## src/sv/pfc_pkg.sv

```systemverilog
// Package for the palette fade and color cycling block.
// Holds the sizes, codes and transaction structs shared by every module.
// No dependencies.
package pfc_pkg;

  // Palette geometry.
  localparam int PALETTE_BYTES = 768;
  localparam int POS_W = $clog2(PALETTE_BYTES);
  localparam int COLORS = PALETTE_BYTES / 3;

  // Field widths fixed by the transaction format.
  localparam int CW = 6;
  localparam int IDX_FW = 10;
  localparam int COLOR_W = 8;

  // Component range and fade step.
  localparam logic [CW-1:0] CMAX = 6'h3f;
  localparam logic [CW-1:0] STEP = 6'd3;

  // Operation codes carried by an input transaction.
  typedef enum logic [2:0] {
    KIND_WR_TARGET = 3'd0,
    KIND_WR_LIVE   = 3'd1,
    KIND_FADE_IN   = 3'd2,
    KIND_FADE_OUT  = 3'd3,
    KIND_COPY      = 3'd4,
    KIND_ROTATE    = 3'd5,
    KIND_READ      = 3'd6,
    KIND_NOP       = 3'd7
  } kind_t;

  typedef struct packed {
    kind_t               kind;
    logic                restart;
    logic [IDX_FW-1:0]   entry_index;
    logic [CW-1:0]       entry_value;
    logic [COLOR_W-1:0]  first_color;
    logic [COLOR_W-1:0]  last_color;
  } item_t;

  typedef struct packed {
    logic [CW-1:0] read_value;
    logic          fade_done;
    logic [CW-1:0] threshold_level;
    logic          rotate_ignored;
  } result_t;

  // One palette byte as it travels along the ring of cells.
  typedef struct packed {
    logic [CW-1:0] target;
    logic [CW-1:0] live;
  } entry_t;

  // What the head unit does to the byte passing it this cycle.
  typedef enum logic [2:0] {
    H_PASS,
    H_CLEAR,
    H_WR_TARGET,
    H_WR_LIVE,
    H_FADE_IN,
    H_FADE_OUT,
    H_COPY,
    H_ROTATE
  } head_mode_t;

  typedef struct packed {
    head_mode_t    mode;
    logic [CW-1:0] threshold;
    logic [CW-1:0] value;
  } head_ctrl_t;

endpackage

```

## src/sv/pfc_cell.sv

```systemverilog
// One storage cell of the palette ring: holds one target and one live byte.
// Hands its byte to the next cell every cycle. Depends on pfc_pkg.
module pfc_cell (
  input  logic            clk,
  input  pfc_pkg::entry_t d,
  output pfc_pkg::entry_t q
);

  // The ring shifts on every clock; no reset, the live bytes are cleared by a sweep.
  always_ff @(posedge clk) begin
    q <= d;
  end

endmodule

```

## src/sv/pfc_head.sv

```systemverilog
// Head unit of the palette ring: updates the byte leaving the last cell.
// Applies writes, fade steps, copy, clear and rotate data. Depends on pfc_pkg.
module pfc_head (
  input  pfc_pkg::entry_t     cur,
  input  pfc_pkg::head_ctrl_t ctrl,
  output pfc_pkg::entry_t     nxt
);

  logic [pfc_pkg::CW:0] raised;

  // Apply the selected operation to the passing byte.
  always_comb begin
    raised = {1'b0, cur.live} + {1'b0, pfc_pkg::STEP};
    nxt = cur;
    case (ctrl.mode)
      pfc_pkg::H_PASS: begin
        nxt = cur;
      end
      pfc_pkg::H_CLEAR: begin
        nxt.live = '0;
      end
      pfc_pkg::H_WR_TARGET: begin
        nxt.target = ctrl.value;
      end
      pfc_pkg::H_WR_LIVE: begin
        nxt.live = ctrl.value;
      end
      pfc_pkg::H_FADE_IN: begin
        // Raise toward the target; a live value above the target drops to it.
        if (cur.target >= ctrl.threshold) begin
          nxt.live = (raised < {1'b0, cur.target}) ? raised[pfc_pkg::CW-1:0] : cur.target;
        end
      end
      pfc_pkg::H_FADE_OUT: begin
        if (cur.target >= ctrl.threshold) begin
          nxt.live = (cur.live >= pfc_pkg::STEP) ? cur.live - pfc_pkg::STEP : '0;
        end
      end
      pfc_pkg::H_COPY: begin
        nxt.target = cur.live;
      end
      pfc_pkg::H_ROTATE: begin
        nxt.live = ctrl.value;
      end
      default: begin
        nxt = cur;
      end
    endcase
  end

endmodule

```

## src/sv/palette_fade_and_cycle.sv

```systemverilog
// Palette fade and color cycling: a ring of PALETTE_BYTES cells that turns one step per cycle.
// Writes and reads wait for the byte to reach the head; fade and copy sweep one full turn of
// the ring; rotate finds the last color, keeps its three bytes and shifts the range from the
// first color. One transaction is in work at a time; the next is taken in the cycle after its
// result is loaded, which a held result delays. Reset: a clearing pass zeroes the live palette,
// threshold 63. Uses pfc_pkg, pfc_cell, pfc_head.
module palette_fade_and_cycle (
  input  logic             clk,
  input  logic             rst,
  input  logic             item_valid,
  output logic             item_stall,
  input  pfc_pkg::item_t   item,
  output logic             result_valid,
  input  logic             result_stall,
  output pfc_pkg::result_t result
);

  typedef enum logic [3:0] {
    S_CLEAR,
    S_IDLE,
    S_SEEK,
    S_SWEEP,
    S_ROT_FIND_LAST,
    S_ROT_CAPTURE,
    S_ROT_FIND_FIRST,
    S_ROT_SHIFT,
    S_RESULT
  } state_t;

  localparam logic [pfc_pkg::POS_W-1:0] LAST = pfc_pkg::POS_W'(pfc_pkg::PALETTE_BYTES - 1);

  state_t                          state;
  logic [pfc_pkg::POS_W-1:0]       pos;
  logic [pfc_pkg::POS_W-1:0]       pos_next;
  logic [pfc_pkg::POS_W-1:0]       cnt;
  logic [pfc_pkg::CW-1:0]          thr;
  pfc_pkg::item_t                  itm;
  logic [pfc_pkg::IDX_FW-1:0]      a_first;
  logic [pfc_pkg::IDX_FW-1:0]      a_last;
  logic [pfc_pkg::IDX_FW-1:0]      a_end;
  logic [pfc_pkg::IDX_FW-1:0]      pos_ext;
  logic [pfc_pkg::CW-1:0]          dly [3];
  logic [pfc_pkg::CW-1:0]          rd;
  logic                            done;
  logic                            ign;
  logic                            idx_ok;
  logic                            rot_bad;
  logic                            hit_idx;
  pfc_pkg::head_ctrl_t             hc;
  pfc_pkg::entry_t                 head_out;
  pfc_pkg::entry_t                 tail;
  pfc_pkg::entry_t                 ring [pfc_pkg::PALETTE_BYTES];

  // Ring of cells; the head unit closes the loop from the last cell to the first.
  for (genvar g = 0; g < pfc_pkg::PALETTE_BYTES; g++) begin : g_ring
    if (g == 0) begin : g_first
      pfc_cell u_cell (.clk(clk), .d(head_out), .q(ring[g]));
    end else begin : g_rest
      pfc_cell u_cell (.clk(clk), .d(ring[g-1]), .q(ring[g]));
    end
  end

  assign tail = ring[pfc_pkg::PALETTE_BYTES-1];

  pfc_head u_head (.cur(tail), .ctrl(hc), .nxt(head_out));

  // Byte index at the head, compare helpers and input checks.
  assign pos_next = (pos == LAST) ? '0 : pos + 1'b1;
  assign pos_ext  = pfc_pkg::IDX_FW'(pos);
  assign hit_idx  = (pos_ext == itm.entry_index);
  assign a_end    = a_last + pfc_pkg::IDX_FW'(2);
  assign idx_ok   = item.entry_index < pfc_pkg::IDX_FW'(pfc_pkg::PALETTE_BYTES);
  assign rot_bad  = (item.first_color >= item.last_color) ||
                    (pfc_pkg::IDX_FW'(item.last_color) >= pfc_pkg::IDX_FW'(pfc_pkg::COLORS));
  assign item_stall = (state != S_IDLE);

  // Head control for the byte passing this cycle.
  always_comb begin
    hc.mode      = pfc_pkg::H_PASS;
    hc.threshold = thr;
    hc.value     = itm.entry_value;
    case (state)
      S_CLEAR: begin
        hc.mode = pfc_pkg::H_CLEAR;
      end
      S_SEEK: begin
        if (hit_idx && itm.kind == pfc_pkg::KIND_WR_TARGET) begin
          hc.mode = pfc_pkg::H_WR_TARGET;
        end else if (hit_idx && itm.kind == pfc_pkg::KIND_WR_LIVE) begin
          hc.mode = pfc_pkg::H_WR_LIVE;
        end
      end
      S_SWEEP: begin
        if (itm.kind == pfc_pkg::KIND_FADE_IN) begin
          hc.mode = pfc_pkg::H_FADE_IN;
        end else if (itm.kind == pfc_pkg::KIND_FADE_OUT) begin
          hc.mode = pfc_pkg::H_FADE_OUT;
        end else begin
          hc.mode = pfc_pkg::H_COPY;
        end
      end
      S_ROT_FIND_FIRST: begin
        if (pos_ext == a_first) begin
          hc.mode  = pfc_pkg::H_ROTATE;
          hc.value = dly[0];
        end
      end
      S_ROT_SHIFT: begin
        hc.mode  = pfc_pkg::H_ROTATE;
        hc.value = dly[0];
      end
      default: begin
        hc.mode = pfc_pkg::H_PASS;
      end
    endcase
  end

  // Sequencer: state, ring position, threshold and the result register.
  always_ff @(posedge clk) begin
    if (rst) begin
      state        <= S_CLEAR;
      pos          <= '0;
      cnt          <= '0;
      thr          <= pfc_pkg::CMAX;
      result_valid <= 1'b0;
    end else begin
      pos <= pos_next;
      // The result state loads the next result itself when the current one is taken.
      if (result_valid && !result_stall && state != S_RESULT) begin
        result_valid <= 1'b0;
      end
      case (state)
        S_CLEAR: begin
          if (cnt == LAST) begin
            cnt   <= '0;
            state <= S_IDLE;
          end else begin
            cnt <= cnt + 1'b1;
          end
        end
        S_IDLE: begin
          if (item_valid) begin
            itm     <= item;
            rd      <= '0;
            done    <= 1'b0;
            ign     <= 1'b0;
            cnt     <= '0;
            a_first <= pfc_pkg::IDX_FW'({item.first_color, 1'b0}) +
                       pfc_pkg::IDX_FW'(item.first_color);
            a_last  <= pfc_pkg::IDX_FW'({item.last_color, 1'b0}) +
                       pfc_pkg::IDX_FW'(item.last_color);
            case (item.kind)
              pfc_pkg::KIND_WR_TARGET, pfc_pkg::KIND_WR_LIVE, pfc_pkg::KIND_READ: begin
                state <= idx_ok ? S_SEEK : S_RESULT;
              end
              pfc_pkg::KIND_FADE_IN: begin
                if (item.restart) begin
                  thr <= pfc_pkg::CMAX;
                end
                state <= S_SWEEP;
              end
              pfc_pkg::KIND_FADE_OUT: begin
                if (item.restart) begin
                  thr <= '0;
                end
                state <= S_SWEEP;
              end
              pfc_pkg::KIND_COPY: begin
                state <= S_SWEEP;
              end
              pfc_pkg::KIND_ROTATE: begin
                if (rot_bad) begin
                  ign   <= 1'b1;
                  state <= S_RESULT;
                end else begin
                  state <= S_ROT_FIND_LAST;
                end
              end
              default: begin
                state <= S_RESULT;
              end
            endcase
          end
        end
        S_SEEK: begin
          if (hit_idx) begin
            if (itm.kind == pfc_pkg::KIND_READ) begin
              rd <= tail.live;
            end
            state <= S_RESULT;
          end
        end
        S_SWEEP: begin
          // After a full turn, a fade steps the threshold toward the end of the fade; copy leaves it.
          if (cnt == LAST) begin
            cnt   <= '0;
            state <= S_RESULT;
            if (itm.kind == pfc_pkg::KIND_FADE_IN) begin
              done <= (thr == '0);
              thr  <= (thr > pfc_pkg::STEP) ? thr - pfc_pkg::STEP : '0;
            end else if (itm.kind == pfc_pkg::KIND_FADE_OUT) begin
              done <= (thr == pfc_pkg::CMAX);
              thr  <= (thr >= pfc_pkg::CMAX - pfc_pkg::STEP) ? pfc_pkg::CMAX :
                      thr + pfc_pkg::STEP;
            end
          end else begin
            cnt <= cnt + 1'b1;
          end
        end
        S_ROT_FIND_LAST: begin
          // Keep the three bytes of the last color; they wrap to the first color.
          if (pos_ext == a_last) begin
            dly[0] <= dly[1];
            dly[1] <= dly[2];
            dly[2] <= tail.live;
            cnt    <= pfc_pkg::POS_W'(1);
            state  <= S_ROT_CAPTURE;
          end
        end
        S_ROT_CAPTURE: begin
          dly[0] <= dly[1];
          dly[1] <= dly[2];
          dly[2] <= tail.live;
          if (cnt == pfc_pkg::POS_W'(2)) begin
            cnt   <= '0;
            state <= S_ROT_FIND_FIRST;
          end else begin
            cnt <= cnt + 1'b1;
          end
        end
        S_ROT_FIND_FIRST: begin
          if (pos_ext == a_first) begin
            dly[0] <= dly[1];
            dly[1] <= dly[2];
            dly[2] <= tail.live;
            state  <= S_ROT_SHIFT;
          end
        end
        S_ROT_SHIFT: begin
          // Each byte in the range is delayed by one color on its way round.
          dly[0] <= dly[1];
          dly[1] <= dly[2];
          dly[2] <= tail.live;
          if (pos_ext == a_end) begin
            state <= S_RESULT;
          end
        end
        S_RESULT: begin
          if (!result_valid || !result_stall) begin
            result.read_value      <= rd;
            result.fade_done       <= done;
            result.threshold_level <= thr;
            result.rotate_ignored  <= ign;
            result_valid           <= 1'b1;
            state                  <= S_IDLE;
          end
        end
        default: begin
          state <= S_IDLE;
        end
      endcase
    end
  end

  // The head index walks the ring one byte per cycle.
  a_pos_step: assert property (@(posedge clk) disable iff (rst)
    pos != LAST |=> pos == $past(pos) + 1'b1)
    else $error("ring position skipped a byte");

  a_pos_wrap: assert property (@(posedge clk) disable iff (rst)
    pos == LAST |=> pos == '0)
    else $error("ring position failed to wrap");

  // Every accepted transaction leaves the idle state.
  a_accept_busy: assert property (@(posedge clk) disable iff (rst)
    item_valid && !item_stall |=> state != S_IDLE)
    else $error("accepted transaction did not start work");

  // A new result only comes from the result state.
  a_result_src: assert property (@(posedge clk) disable iff (rst)
    $rose(result_valid) |-> $past(state) == S_RESULT)
    else $error("result raised outside the result state");

  // No result appears while the live palette is being cleared.
  a_clear_quiet: assert property (@(posedge clk) disable iff (rst)
    state == S_CLEAR |-> !result_valid)
    else $error("result during clearing pass");

endmodule
```

## config.mk

```make
export PLATFORM = sky130hd
export DESIGN_NAME = palette_fade_and_cycle
export DESIGN_NICKNAME = d
export VERILOG_FILES = /design/src/sv/pfc_pkg.sv /design/src/sv/pfc_cell.sv /design/src/sv/pfc_head.sv /design/src/sv/palette_fade_and_cycle.sv
export SDC_FILE = /design/constraint.sdc
export NUM_CORES = 2
export LEC_CHECK = 0
export BUFFER_PORTS_ARGS = -buffer_cell sky130_fd_sc_hd__buf_4
export CAP_MARGIN = 20
export CORE_MARGIN = 5
export CORE_UTILIZATION = 45
export CTS_CLUSTER_DIAMETER = 80
export DETAILED_ROUTE_END_ITERATION = 8
export PLACE_DENSITY_LB_ADDON = 0.08
export SETUP_SLACK_MARGIN = 0.1
export SYNTH_ARGS = -nofsm -noshare
export SYNTH_HDL_FRONTEND = slang
export SYNTH_SLANG_ARGS = --single-unit
```

## constraint.sdc

```tcl
create_clock -name clk -period 5.7 [get_ports clk]
set_input_delay 0 -clock clk [delete_from_list [all_inputs] [get_ports clk]]
set_output_delay 0 -clock clk [all_outputs]
set_load 0.03 [all_outputs]
```

## Yosys cells after proc, flatten, opt, wreduce, memory -nomap -nowiden

Memories as Yosys holds them, arrays and structs flattened.
Cells that the tools add are included.
Widths: inputs -> output; s select.

| storage, ports and cells | value |
|---|---|
| flip-flop bits (word level) | 9308 |
| RAM bits | 18 |
| bits of input ports | 40 |
| output and inout bits | 16 |
| word-level logic and storage cells | 1733 |
| memories kept | 1 |

| cells by class | value |
|---|---|
| $add $sub $neg | 9 |
| magnitude comparators | 7 |
| eq/ne operators | 49 |
| muxes and demuxes | 78 |
| bitwise operators | 10 |
| reduce and logical (&&, ||, !) cells | 26 |

Memory list:

| name | depth | bits a word | read ports | clocked after memory_dff | write ports | RTL line | text |
|---|---|---|---|---|---|---|---|
| dly | 3 | 6 | 3 | 0 | 3 | palette_fade_and_cycle.sv:42 | `logic [pfc_pkg::CW-1:0] dly [3];` |

Operator list:

| kind | count |
|---|---|
| $mux 6 | 25 |
| $pmux 6 s2 | 5 |
| $mux 4 | 11 |
| $eq 10x10->1 | 4 |
| $mux 10 | 4 |
| $pmux 10 s4 | 1 |
| $pmux 4 s9 | 1 |
| $eq 3x3->1 const B | 8 |
| $pmux 6 s4 | 1 |
| $mux 1 | 22 |
| $add 10x1->10 const B | 2 |
| $add 9x8->10 | 2 |
| $eq 10x10->1 const B | 2 |
| $ne 2x2->1 const B | 10 |
| $eq 3x2->1 const B | 6 |
| $eq 4x3->1 const B | 4 |
| $pmux 3 s5 | 1 |
| $pmux 4 s3 | 1 |
| $sub 6x2->6 const B | 2 |
| $add 10x2->10 const B | 1 |
| $eq 10x2->1 const B | 1 |
| $lt 10x10->1 const B | 1 |
| $reduce_and 5->1 | 2 |
| $eq 3x1->1 const B | 3 |
| other kinds (34) | 59 |

## Longest topological paths before layout

| logic depth | value |
|---|---|
| depth after elaboration | 8 |
| gate-level depth with buffers | 14 |
| gate-level depth less buffers | 12 |

## Modules after synthesis

From an unflattened synthesis, not the netlist that was laid out.

| second synthesis, totals | value |
|---|---|
| cells, all modules | 9903 |
| area total of the unflattened synthesis | 191429.8 um2 |

Modules (own cells, without submodules):

| module | times used | cells an instance | area each (um2) | sequential area each (um2) |
|---|---|---|---|---|
| pfc_cell | 768 | 12 | 240.2 | 240.2 |
| palette_fade_and_cycle | 1 | 543 | 5924.4 | 2992.9 |
| pfc_head | 1 | 144 | 1008.5 | 0.0 |

## Least setup slack after synthesis

Ideal clock, no wire load.

| path | value |
|---|---|
| kind | reg-to-reg |
| start point | register state[0] |
| end point | register a_first[0] in the netlist's numbering (enable) |
| setup time | 487 ps |
| arrival | 3775 ps |
| data required time | 5213 ps |
| path slack | 1438 ps |
| stages on the path, launching flop included | 5 |
| cell sequence | dfxtp_1 -> clkbuf_1 -> clkbuf_1 -> nand2_1 -> nor3_1 |

| on the way | value |
|---|---|
| longest elaborated chain between the ends | 2 |

Ends and longest elaborated chain:

| item | RTL line | text |
|---|---|---|
| start, declared | palette_fade_and_cycle.sv:32 | `state_t state;` |
| start signal, assigned | palette_fade_and_cycle.sv:154 | `state <= idx_ok ? S_SEEK : S_RESULT;` |
| $eq 4x1->1 | palette_fade_and_cycle.sv:132 | `case (state)` |
| $reduce_and 3->1 (no source line) | - |  |
| end signal, assigned | palette_fade_and_cycle.sv:148 | `a_first <= pfc_pkg::IDX_FW'({item.first_color, 1'b0}) +` |
| end, declared | palette_fade_and_cycle.sv:38 | `logic [pfc_pkg::IDX_FW-1:0] a_first;` |

No other way between the ends.
A chain may end at the register's enable or synchronous reset.

==> summary.md <==
| Metric | Value |
|---|---|
| Most frequent cells in the layout | `dfxtp_1 (9247), clkbuf_16 (853), clkbuf_8 (191)` |
| Root Driver | `clkbuf_16` |
| DRC Markers | `0` |
| Sequential cell area fraction in the yosys report | `0.9798` |
| Sw frac | `0.1874` |
| Post-synth EDFFs | `79` |
| Max-Cap Viols | `0` |
| IO Count | `56` |
| ANT nets after route | `0` |
| Die area | `438400 µm²` |
| Final non-filler cell total | `17220` |
| Worst path bufs/invs | `2` |
| Slew HR | `0.3518` |
| Final worst slack | `2030 ps` |
| Post-route clock period utilization | `0.6439` |
| Worst-Margin Slew | `between 900 and 1000 ps` |
| Worst R2R Setup Slack | `~2000 ps` |
| Design area | `between 200000 and 250000 µm²` |
| Vias in the first global route | `between 60000 and 70000` |
| Worst path max stage delay | `around 700 ps` |
| Hold EP | `state[1]` |
| Clock sinks | `~9300` |
| First-pass GRT wire length | `354.3 mm` |
| Routed vias/inst | `3.802` |
| 1st-pass router iterations | `5` |
| FFs w/ async S/R, synth | `0` |
| Core Area | `about 420000 µm²` |
| Total gr overflow | `0` |
| Htree depth | `6` |
| Flop and latch count out of synthesis | `9326` |
| Critical path peak fanout | `12` |
| Vias | `65460` |
| Initial antenna violation count | `9` |
| IO Port Bufs | `55` |
| Hold slack | `105.6 ps` |
| Leading cell type in the layout, fill and taps excluded | `dfxtp_1` |
| WL/cell | `roughly 12 µm` |
| DP HPWL | `roughly 99 mm` |
| P_leak | `~90 nW` |
| Synthesized cell area | `between 150000 and 200000 µm²` |
| DP Cell Count | `15610` |
| Final GP Congestion | `around 0.71` |
| Syn Nets | `10000` |
| Setup tns final | `0 ps` |
| Fin. max-slew vios | `0` |
| DR iter-0 viols | `2784` |
| Largest net degree at the start of global routing | `41` |
| Layout cell share with drive strength beyond 1 | `0.1253` |
| CTS Buffer Depth | `4` |
| CP arrival | `4590 ps` |
| Post-CTS setup repair buffer count | `0` |
| Worst path slowest cell | `dfxtp_1` |
| Worst path cell trace | `inv_1, ha_1, inv_1, ha_1, a2111o_1, a21oi_1, mux2i_1, o41ai_1, a211oi_1, nor3_1` |
| Worst reg2reg path depth | `10` |
| HP Class | `in -> reg` |
| Min Tclk post-route | `approximately 3700 ps` |
| Combinational Power Share | `0.003` |
| Seq pwr share | `0.537` |
| Cell count after synthesis | `around 10000` |
| Synth cell types | `77` |
| Skew final | `43.84 ps` |
| Dominant cell type by area after synthesis | `dfxtp_1` |
| Layout area overhead | `19.36%` |
| Psw | `22.81 mW` |
| Starting Density | `0.4516` |
| CTS buffer count | `between 800 and 900` |
| Synthesis Warnings | `0` |
| Worst Setup End Kind | `flop` |
| Worst-path clk slew | `around 60 ps` |
| Die Span Y | `between 600 and 700 µm` |
| Critical R2R Launch | `g_ring[767].g_rest.u_cell.q[0]` |
| FMAX | `272.5 MHz` |
| RSZ-0062 raised after global routing | `no` |
| Setup WS pre-CTS | `a little over 2000 ps` |
| Post-Syn Area per Cell | `between 15 and 20 µm²` |
| FF-to-FF End | `g_ring[0].g_first.u_cell.q[2]` |
| Synth top area cells | `dfxtp_1 (97%), edfxtp_1 (1.2%), ha_1 (0.29%), xnor2_1 (0.22%), nor2_1 (0.14%)` |
| Fin nets | `approximately 11000` |
| Synth top area share | `0.9674` |
| Commonest register cell after synthesis | `dfxtp_1` |
| CTS tree | `done` |
| Worst EP required | `between 6000 and 7000 ps` |
| GRT Util Overall | `0.09700` |
| CP Launch Type | `flop` |
| Pwr/cell area | `~530 nW/µm²` |
| DP Area | `around 200000 µm²` |
| Clk network pwr share | `0.460` |
| Setup violators final | `0` |
| WS Path Type | `reg -> reg` |
| Peak supply drop | `around 0.32 mV` |
| CP delay by family, top | `compound AO/OA/AOI/OAI gates` |
| Int Power | `approximately 99 mW` |
| Outcome | `finished clean` |
| Post-Route WL | `212.6 mm` |
| Die X-Extent | `approximately 660 µm` |
| Rows | `239` |
| Hold Fails Final Rpt | `0` |
| Hold Path Origin | `rst` |
| Worst Hold Depth | `3` |
| Worst skew pair latency | `1030 ps` |
[per-layer routing]
| metal | up-vias | routed length [µm] | GRT usage |
|---|---|---|---|
| li1 | 33000 | - | - |
| met4 | 0 | 7513 | 0.04254 |
| met3 | 664 | 9993 | 0.02505 |
| met2 | 1052 | 82610 | 0.1337 |
| met5 | - | 0 | 0 |
| met1 | 30750 | 112500 | 0.1437 |
[flip-flops by register name (all words and copies together) (netlist names), 4 cells and up]
register                 count
itm                         19
state                        4
g_ring.g_rest.u_cell.q    9204
pos                         10
a_last                      10
result                      14
g_ring.g_first.u_cell.q     12
thr                          6
a_first                     10
cnt                         10
rd                           6
dly                         18
[Yosys cell counts, types with 5 or more instances]
cell and number:
o21bai_1 5, a31oi_1 7, nor3_1 23, nand4_1 11
and2_1 10, edfxtp_1 79, xnor2_1 47, a22oi_1 7
and3_1 13, nor2b_1 7, nand3_1 21, o211ai_1 6
buf_2 5, a211oi_1 5, xor2_1 18, mux2i_1 6
ha_1 45, dfxtp_1 9247, clkbuf_1 25, o31ai_1 10
a21oi_1 29, o21ai_0 23, inv_1 46, nor4_1 11
nand2_1 47, nor2_1 69, a21o_1 11
[worst min-delay path, stage by stage]
cell and delay (ps):
dlygate4sd3_1 640, buf_4 280, o32ai_1 110
[power by group through the flow]
stage / sequential, mW / clock (mW) / combinational [mW]
floorplan: 66.8 / 0 / 0.213
global placement: 66.8 / 0 / 0.336
detailed placement: 66.8 / 0 / 0.335
CTS: 65.3 / 57.9 / 0.406
global route: 65.3 / 60.8 / 0.438
finish: 65.3 / 56.0 / 0.392
[metrics by stage]
stage,power (mW),utilization
2_1_floorplan,66.97,-
3_3_place_gp,67.12,0.4691
3_5_place_dp,67.12,0.4691
4_1_cts,123.7,0.5390
5_1_grt,126.5,0.5390
6_report,121.7,0.5390
[worst max path at each step]
stage / slack (ps) / start / endpoint / cells past startpoint
2_1_floorplan: 1440 / state[0] / a_first[0] / 4
3_3_place_gp: 2010 / g_ring[767].g_rest.u_cell.q[0] / g_ring[0].g_first.u_cell.q[2] / 11
3_5_place_dp: 2050 / g_ring[767].g_rest.u_cell.q[0] / g_ring[0].g_first.u_cell.q[2] / 11
4_1_cts: 2010 / g_ring[767].g_rest.u_cell.q[0] / g_ring[0].g_first.u_cell.q[2] / 11
5_1_grt: 1730 / g_ring[767].g_rest.u_cell.q[0] / g_ring[0].g_first.u_cell.q[2] / 11
6_report: 2030 / g_ring[767].g_rest.u_cell.q[0] / g_ring[0].g_first.u_cell.q[2] / 10
[timing repair]
action | CTS | global route
hold endpoints to repair | 150 | 0
resized for setup | 0 | 0
hold buffers | 91 | 0
[layout make-up]
class	count	area (µm²)
Antenna cell	5	12.51
Clock buffer	1202	24570
Clock inverter	317	4139
Fill cell	32900	195300
Inverter	47	176.4
Multi-Input combinational cell	511	3587
Sequential cell	9326	187500
Tap cell	5663	7086
Timing Repair Buffer	149	1350
[logic make-up after synthesis]
family / synth area share
flip-flops: 0.9798
XOR/XNOR: 0.003060
buffers and inverters: 0.001582
AND/OR/NAND/NOR: 0.006401
adder cells (fa/ha/maj): 0.003152
multiplexers: 0.0004315
AO/OA/AOI/OAI: 0.005584
No activity file was read; power rests on OpenSTA's default activity.
